File: config.mk
export PLATFORM = sky130hd
export DESIGN_NAME = first_fit_heap_allocator
export DESIGN_NICKNAME = d
export VERILOG_FILES = /design/src/hw/rtl/ffha_pkg.sv /design/src/hw/rtl/ffha_ram.sv /design/src/hw/rtl/first_fit_heap_allocator.sv
export SDC_FILE = /design/constraint.sdc
export NUM_CORES = 2
export LEC_CHECK = 0
export BUFFER_PORTS_ARGS = -buffer_cell sky130_fd_sc_hd__buf_2
export CORE_MARGIN = 8
export CORE_UTILIZATION = 45
export CTS_CLUSTER_SIZE = 8
export DETAILED_ROUTE_END_ITERATION = 8
export MAX_ROUTING_LAYER = met4
export SYNTH_ARGS = -nofsm -noshare
export SYNTH_HDL_FRONTEND = slang
export SYNTH_HIERARCHICAL = 1
export SYNTH_SLANG_ARGS = --single-unit
File: constraint.sdc
create_clock -name clk -period 20.4 [get_ports clk]
set_input_delay 0 -clock clk [delete_from_list [all_inputs] [get_ports clk]]
set_output_delay 0 -clock clk [all_outputs]
set_load 0.05 [all_outputs]
File: src/hw/rtl/ffha_pkg.sv
`default_nettype none

package ffha_pkg;

  localparam int unsigned HEAP_BYTES_DEF = 4096;
  localparam int unsigned MAX_BLOCKS_DEF = 64;

  localparam int unsigned ADDR_W    = 32;
  localparam int unsigned REQ_W     = 13;
  localparam int unsigned SIZE_W    = 13;
  localparam int unsigned NEED_W    = REQ_W + 1;
  localparam int unsigned STAT_W    = 2;
  localparam int unsigned CFG_IDX_W = 1;
  localparam int unsigned CFG_W     = 32;
  localparam int unsigned HDR_BYTES = 8;

  localparam logic [CFG_IDX_W-1:0] REG_HEAP_BASE = 1'd0;
  localparam logic [CFG_IDX_W-1:0] REG_HEAP_SIZE = 1'd1;

  localparam logic CMD_ALLOC = 1'b0;
  localparam logic CMD_FREE  = 1'b1;

  // A grant of a new block and an accepted free share the same code.
  localparam logic [STAT_W-1:0] STAT_NEW     = 2'd0;
  localparam logic [STAT_W-1:0] STAT_REUSED  = 2'd1;
  localparam logic [STAT_W-1:0] STAT_NOSPACE = 2'd2;
  localparam logic [STAT_W-1:0] STAT_IGNORED = 2'd3;

  localparam logic [SIZE_W-1:0] HEAP_SIZE_RST = 13'd4096;

endpackage

`default_nettype wire

File: src/hw/rtl/ffha_ram.sv
`default_nettype none

module ffha_ram #(
  parameter int unsigned WIDTH = 8,
  parameter int unsigned DEPTH = 64
) (
  input  wire logic                     clk,
  input  wire logic                     we,
  input  wire logic [$clog2(DEPTH)-1:0] waddr,
  input  wire logic [WIDTH-1:0]         wdata,
  input  wire logic [$clog2(DEPTH)-1:0] raddr,
  output logic      [WIDTH-1:0]         rdata
);

  logic [WIDTH-1:0] mem [DEPTH];

  always_ff @(posedge clk) begin
    if (we) begin
      mem[waddr] <= wdata;
    end
    rdata <= mem[raddr];
  end

endmodule

`default_nettype wire

File: src/hw/rtl/first_fit_heap_allocator.sv
`default_nettype none

// First-fit heap allocator. Each input item is an allocate or a free request and gives
// exactly one result item. The block table lives in a single RAM that is scanned one
// entry per cycle in creation order through its one read port. An allocate that finds no
// freed block that fits then places a new block at the heap top, and a result waits while
// the output is stalled. A free of address zero and a free on an empty table skip the
// scan, and an allocate on an empty table goes straight to placing a new block. The block
// stays stalled while an item is in work.
// Only the first block_total table entries are ever read, so no clearing pass follows
// reset. Configuration may be written whenever no item is in work.

module first_fit_heap_allocator
  import ffha_pkg::*;
#(
  parameter int unsigned HEAP_BYTES = HEAP_BYTES_DEF,
  parameter int unsigned MAX_BLOCKS = MAX_BLOCKS_DEF
) (
  input  wire logic                 clk,
  input  wire logic                 rst_n,
  input  wire logic                 cfg_we,
  input  wire logic [CFG_IDX_W-1:0] cfg_index,
  input  wire logic [CFG_W-1:0]     cfg_wdata,
  input  wire logic                 in_valid,
  output logic                      in_stall,
  input  wire logic                 in_cmd,
  input  wire logic [REQ_W-1:0]     in_request_bytes,
  input  wire logic [ADDR_W-1:0]    in_release_address,
  output logic                      out_valid,
  input  wire logic                 out_stall,
  output logic [ADDR_W-1:0]         out_data_address,
  output logic [STAT_W-1:0]         out_status
);

  localparam int unsigned OFF_W = $clog2(HEAP_BYTES);
  localparam int unsigned TOP_W = $clog2(HEAP_BYTES + 1);
  localparam int unsigned SUM_W = ((TOP_W > NEED_W) ? TOP_W : NEED_W) + 1;
  localparam int unsigned IDX_W = $clog2(MAX_BLOCKS);
  localparam int unsigned CNT_W = $clog2(MAX_BLOCKS + 1);

  typedef struct packed {
    logic             taken;
    logic [TOP_W-1:0] bytes;
    logic [OFF_W-1:0] start;
  } entry_t;

  typedef enum logic [1:0] {
    S_IDLE,
    S_SCAN,
    S_PLACE,
    S_DONE
  } state_t;

  state_t              state_r, state_nxt;
  logic [CNT_W-1:0]    scan_idx_r, scan_idx_nxt;
  logic [CNT_W-1:0]    chk_idx_r, chk_idx_nxt;
  logic                chk_vld_r, chk_vld_nxt;
  logic                cmd_r, cmd_nxt;
  logic [NEED_W-1:0]   need_r, need_nxt;
  logic [ADDR_W-1:0]   addr_r, addr_nxt;
  logic [ADDR_W-1:0]   heap_base_r, heap_base_nxt;
  logic [SIZE_W-1:0]   heap_size_r, heap_size_nxt;
  logic [CNT_W-1:0]    total_r, total_nxt;
  logic [TOP_W-1:0]    heap_top_r, heap_top_nxt;
  logic [ADDR_W-1:0]   res_addr_r, res_addr_nxt;
  logic [STAT_W-1:0]   res_stat_r, res_stat_nxt;
  logic                out_valid_r, out_valid_nxt;
  logic [ADDR_W-1:0]   out_addr_r, out_addr_nxt;
  logic [STAT_W-1:0]   out_stat_r, out_stat_nxt;

  logic                ram_we;
  logic [IDX_W-1:0]    ram_waddr;
  entry_t              ram_wdata;
  entry_t              rd_entry;
  logic [$bits(entry_t)-1:0] ram_rdata;

  logic                accept;
  logic [NEED_W-1:0]   need_sum;
  logic [NEED_W-1:0]   in_need;
  logic                issue;
  logic                last;
  logic [ADDR_W-1:0]   chk_addr;
  logic                hit;
  logic [SUM_W-1:0]    limit;
  logic [SUM_W-1:0]    new_end;
  logic                no_space;
  logic [ADDR_W-1:0]   new_addr;

  ffha_ram #(
    .WIDTH($bits(entry_t)),
    .DEPTH(MAX_BLOCKS)
  ) u_table (
    .clk  (clk),
    .we   (ram_we),
    .waddr(ram_waddr),
    .wdata(ram_wdata),
    .raddr(scan_idx_r[IDX_W-1:0]),
    .rdata(ram_rdata)
  );

  assign rd_entry = entry_t'(ram_rdata);

  assign in_stall  = (state_r != S_IDLE);
  assign accept    = in_valid && !in_stall;
  assign need_sum  = NEED_W'(in_request_bytes) + NEED_W'(3);
  assign in_need   = {need_sum[NEED_W-1:2], 2'b00};

  assign issue     = (scan_idx_r < total_r);
  assign last      = ((chk_idx_r + CNT_W'(1)) == total_r);
  assign chk_addr  = heap_base_r + ADDR_W'(rd_entry.start) + ADDR_W'(HDR_BYTES);
  assign hit       = (cmd_r == CMD_ALLOC)
                     ? (!rd_entry.taken && (SUM_W'(rd_entry.bytes) >= SUM_W'(need_r)))
                     : (rd_entry.taken && (chk_addr == addr_r));

  assign limit     = (SUM_W'(heap_size_r) > SUM_W'(HEAP_BYTES))
                     ? SUM_W'(HEAP_BYTES) : SUM_W'(heap_size_r);
  assign new_end   = SUM_W'(heap_top_r) + SUM_W'(HDR_BYTES) + SUM_W'(need_r);
  assign no_space  = (total_r >= CNT_W'(MAX_BLOCKS)) || (new_end > limit);
  assign new_addr  = heap_base_r + ADDR_W'(heap_top_r) + ADDR_W'(HDR_BYTES);

  always_comb begin
    state_nxt     = state_r;
    scan_idx_nxt  = scan_idx_r;
    chk_idx_nxt   = chk_idx_r;
    chk_vld_nxt   = chk_vld_r;
    cmd_nxt       = cmd_r;
    need_nxt      = need_r;
    addr_nxt      = addr_r;
    heap_base_nxt = heap_base_r;
    heap_size_nxt = heap_size_r;
    total_nxt     = total_r;
    heap_top_nxt  = heap_top_r;
    res_addr_nxt  = res_addr_r;
    res_stat_nxt  = res_stat_r;
    out_valid_nxt = out_valid_r && out_stall;
    out_addr_nxt  = out_addr_r;
    out_stat_nxt  = out_stat_r;
    ram_we        = 1'b0;
    ram_waddr     = chk_idx_r[IDX_W-1:0];
    ram_wdata     = rd_entry;

    if (cfg_we) begin
      unique case (cfg_index)
        REG_HEAP_BASE: heap_base_nxt = cfg_wdata;
        REG_HEAP_SIZE: heap_size_nxt = cfg_wdata[SIZE_W-1:0];
        default: ;
      endcase
    end

    unique case (state_r)
      S_IDLE: begin
        if (accept) begin
          cmd_nxt      = in_cmd;
          need_nxt     = in_need;
          addr_nxt     = in_release_address;
          scan_idx_nxt = '0;
          chk_vld_nxt  = 1'b0;
          if (total_r == '0 || (in_cmd == CMD_FREE && in_release_address == '0)) begin
            if (in_cmd == CMD_ALLOC) begin
              state_nxt = S_PLACE;
            end else begin
              res_addr_nxt = '0;
              res_stat_nxt = STAT_IGNORED;
              state_nxt    = S_DONE;
            end
          end else begin
            state_nxt = S_SCAN;
          end
        end
      end
      S_SCAN: begin
        if (chk_vld_r && hit) begin
          ram_we          = 1'b1;
          ram_wdata.taken = (cmd_r == CMD_ALLOC);
          res_addr_nxt    = (cmd_r == CMD_ALLOC) ? chk_addr : addr_r;
          res_stat_nxt    = (cmd_r == CMD_ALLOC) ? STAT_REUSED : STAT_NEW;
          state_nxt       = S_DONE;
        end else if (chk_vld_r && last) begin
          if (cmd_r == CMD_ALLOC) begin
            state_nxt = S_PLACE;
          end else begin
            res_addr_nxt = '0;
            res_stat_nxt = STAT_IGNORED;
            state_nxt    = S_DONE;
          end
        end else begin
          chk_vld_nxt = issue;
          chk_idx_nxt = scan_idx_r;
          if (issue) begin
            scan_idx_nxt = scan_idx_r + CNT_W'(1);
          end
        end
      end
      S_PLACE: begin
        if (no_space) begin
          res_addr_nxt = '0;
          res_stat_nxt = STAT_NOSPACE;
        end else begin
          ram_we          = 1'b1;
          ram_waddr       = total_r[IDX_W-1:0];
          ram_wdata.taken = 1'b1;
          ram_wdata.bytes = TOP_W'(need_r);
          ram_wdata.start = OFF_W'(heap_top_r);
          total_nxt       = total_r + CNT_W'(1);
          heap_top_nxt    = TOP_W'(new_end);
          res_addr_nxt    = new_addr;
          res_stat_nxt    = STAT_NEW;
        end
        state_nxt = S_DONE;
      end
      S_DONE: begin
        if (!out_valid_r || !out_stall) begin
          out_valid_nxt = 1'b1;
          out_addr_nxt  = res_addr_r;
          out_stat_nxt  = res_stat_r;
          state_nxt     = S_IDLE;
        end
      end
      default: state_nxt = S_IDLE;
    endcase
  end

  always_ff @(posedge clk) begin
    if (!rst_n) begin
      state_r     <= S_IDLE;
      scan_idx_r  <= '0;
      chk_idx_r   <= '0;
      chk_vld_r   <= 1'b0;
      heap_base_r <= '0;
      heap_size_r <= HEAP_SIZE_RST;
      total_r     <= '0;
      heap_top_r  <= '0;
      out_valid_r <= 1'b0;
    end else begin
      state_r     <= state_nxt;
      scan_idx_r  <= scan_idx_nxt;
      chk_idx_r   <= chk_idx_nxt;
      chk_vld_r   <= chk_vld_nxt;
      heap_base_r <= heap_base_nxt;
      heap_size_r <= heap_size_nxt;
      total_r     <= total_nxt;
      heap_top_r  <= heap_top_nxt;
      out_valid_r <= out_valid_nxt;
    end
    cmd_r      <= cmd_nxt;
    need_r     <= need_nxt;
    addr_r     <= addr_nxt;
    res_addr_r <= res_addr_nxt;
    res_stat_r <= res_stat_nxt;
    out_addr_r <= out_addr_nxt;
    out_stat_r <= out_stat_nxt;
  end

  assign out_valid        = out_valid_r;
  assign out_data_address = out_addr_r;
  assign out_status       = out_stat_r;

endmodule

`default_nettype wire

==> flow_summary.yaml <==
outcome:
  outcome: "finished clean"
die:
  initial_core_util_pct: 45.09
  count_of_pins_on_the_block_boundary: 120
  floorplan.die.height_um: 429.9
  die_area_um2: 184800
  chipWidth_um: 429.9
  placementRows: 152
  fp.coreArea_um2: 171000
cells_and_area:
  layout_cells_sized_above_1_pct: 21.03
  final_cell_mix: "edfxtp_1, mux4_2, clkbuf_16"
  layout_overhead_on_the_synthesized_area_pct: 17.05
  commonest_non_fill_non_tap_cell_in_the_layout: "edfxtp_1"
  postLayoutCoreUtil_pct: 52.78
  layout.nets: 4920
timing:
  timing.final.setup_violations: 0
  final.setup_skew_ps: 75.32
  hold_viol_final: 0
  final.period_utilization_pct: 39.23
  timing.fmax_mhz: 125.0
  timing.setup.tns_ps: 0
  worst_slew_margin_rel_pct: 16.94
  finalMaxSlewViolations: 0
  grt_setup_unrepaired: "false"
  worst-slew-pin-transition_ps: 1241
  finalWorstPathRequiredPeriod_ps: 8003
clock_tree:
  clk-insertion-delay-late_ps: 910
  cts_root_buffer: "clkbuf_16"
  cts_resized: 0
  clock_pin_transition_on_the_worst_setup_and_hold_timing_paths_ps: 50
  clockBufferDepth: 4
  clkSinkCount: 1884
  cts_hold_buf: 203
  cts_tree: "yes"
  cts-htree-levels: 5
  post-cts-setup-buffers: 0
  cts_made_buffers: 285
min_path:
  hold_path_startpoint: "out_stall"
  min-delay-path-class: "in2reg"
drt:
  drt_pass1_iterations: 5
  post_drt_wl_per_cell_um: 29.71
  vias: 41980
  detail_route.iter0.violations: 4415
  routed_wl_um: 208500
  detail-route-antenna-nets: 0
  vias_per_cell: 5.983
  remaining_drc_errors: 0
worst_setup_path:
  worst_setup_path_start_kind: "flop"
  critPathMaxFanout: 39
  worstReg2RegStart: "need_r[3]"
  timing.critical_path.slowest_cell_delay_ps: 1070
  path_class: "reg2reg"
  crit-reg2reg-capture: "u_table/mem[20][14]"
  critPathArrivalTime_ps: 8480
  worst_ep_required_time_ps: 20880
  end_kind: "flop"
  worstRegToRegCells: 26
  critPathCapture: "u_table/mem[20][14]"
  timing.critical_path.mode_cell: "inv_1"
  critical_path.slowest_cell: "nor2_4"
  rrSetupSlack_ps: 12400
  worst_setup_path_startpoint: "need_r[3]"
synthesis:
  syn_area_per_cell_um2: 18.06
  dominantRegCellSynth: "edfxtp_1"
  yosys.area.top_type_share_pct: 69.21
  synth_async_sr_flop_share_pct: 0
  yosys.area.top_type: "edfxtp_1"
  cells_after_synthesis: 4270
  post_synth_num_cell_types: 85
  ys_top_cells_by_area: "edfxtp_1, mux4_2, mux2i_1, dfxtp_1, ha_1"
  postSynthNetCount: 4463
  ys_warn_count: 6
  seq_area_frac_synth_pct: 71.99
  postSynthRegisterBits: 1884
  post_synth_instance_area_um2: 77100
  synth_enable_flop_cells: 1777
placed_design:
  hpwl_um: 125000
  numPortBuffers: 119
  finalWeightedCongestion: 0.9238
run:
  maxCapViolCount: 0
pwr:
  irDropWorstVdd_mv: 0.08473
  pwr_density_cell_nw_per_um2: 115.2
  power_leakage_nw: 28.39
global_routing:
  grt_overflow_total: 0
  first_pass_grt_wire_length_um: 300300
  antenna_found_initial: 8
  grt_start_max_net_pins: 100
  grt_pass1_vias: 41670
  track_usage_pct: 22.79
==> worst min-delay path by stage <==
stage                      end  slack (ps)  cells after the start
floorplan            addr_r[0]         100                      0
global placement    addr_r[16]         190                      1
detailed placement  addr_r[16]         190                      1
CTS                  out_valid          20                      4
global route        need_r[10]          80                      3
finish               out_valid         100                      4
==> logic make-up (layout without fill, tap and decap cells) <==
group                    Yosys count  in the layout  share of synthesized area (%)
AO/OA/AOI/OAI                    578            578                          5.124
XOR/XNOR                         111            111                          1.297
adder cells (fa/ha/maj)          109            109                          1.788
buffers and inverters            299            807                          1.849
flip-flops                      1884           1884                          71.99
multiplexers                     608            608                          13.78
other                              1              6                       0.004864
AND/OR/NAND/NOR                  680            680                          4.166
==> final cells by class <==
type                    instances  area, um^2
fillers                     13350       80730
flip-flops and latches       1884       55520
multi-input cells            2087       20810
clock buffers                 332        7488
repair buffers                407        3316
well taps                    2233        2794
inverters                      62       232.7
clock inverters                 6       62.56
diodes                          5       12.51
==> synthesized netlist by cell type, types with 28 or more instances <==
cell type and n:
a21boi_0 68, a21o_1 28, a21oi_1 55, a22oi_1 94, a31oi_1 48, and3_1 30
buf_2 74, clkbuf_1 111, dfxtp_1 107, edfxtp_1 1777, ha_1 107, inv_1 62
mux2i_1 239, mux4_2 362, nand2_1 263, nand3_1 36, nor2_1 157, nor2b_1 49
o21ai_0 98, o22ai_1 59, xnor2_1 73, xor2_1 36
==> worst max-delay path: cells and delay by family, from the launching register on <==
family	cells	cell delay, ps
AO/OA/AOI/OAI	7	1870
XOR/XNOR	1	140
adder cells (fa/ha/maj)	4	1190
buffers and inverters	5	860
flip-flops	1	350
AND/OR/NAND/NOR	9	3150
==> flip-flops by register name (all words and copies together) (netlist names), 2 cells and up <==
signal            count
res_addr_r           32
addr_r               32
u_table/rdata        26
heap_base_r          32
need_r               12
total_r               7
heap_top_r           11
chk_idx_r             7
state_r               2
out_data_address     32
out_status            2
res_stat_r            2
u_table/mem        1664
heap_size_r          13
scan_idx_r            7
==> per-layer routing <==
| metal | routed length (um) | vias to the layer above | global-route usage, % | part of all wire, % |
|---|---|---|---|---|
| li1 | - | 17970 | - | - |
| met1 | 87590 | 21990 | 30.72 | 42 |
| met2 | 98700 | 1641 | 35.11 | 47 |
| met3 | 14460 | 381 | 4.273 | 6.9 |
| met4 | 7705 | 0 | 7.944 | 3.7 |
| met5 | 0 | - | - | 0 |
==> where the power goes <==
group | leakage, nW | switching (mW) | internal (mW)
clock | 3.69 | 1.53 | 2.53
combinational | 7.75 | 1.11 | 0.362
sequential | 16.9 | 0.0698 | 4.79
total | 28.4 | 2.71 | 7.69
==> metrics by stage <==
| step | hold WS, ps | instances | setup WS (ps) | total power [mW] | cell area (um^2) |
|---|---|---|---|---|---|
| 6_report | 96.23 | 7016 | 12400 | 10.40 | 90240 |
| 5_1_grt | 79.38 | 7013 | 11850 | 10.73 | 90230 |
| 4_1_cts | 20.75 | 7011 | 12420 | 10.49 | 90230 |
| 3_5_place_dp | 190.8 | 6470 | 12440 | 6.383 | 80640 |
| 3_3_place_gp | 191.7 | 6470 | 12590 | 6.356 | 80640 |
| 2_1_floorplan | 98.87 | 4270 | 12940 | 5.704 | 77100 |
(Power assumes the default switching activity.)
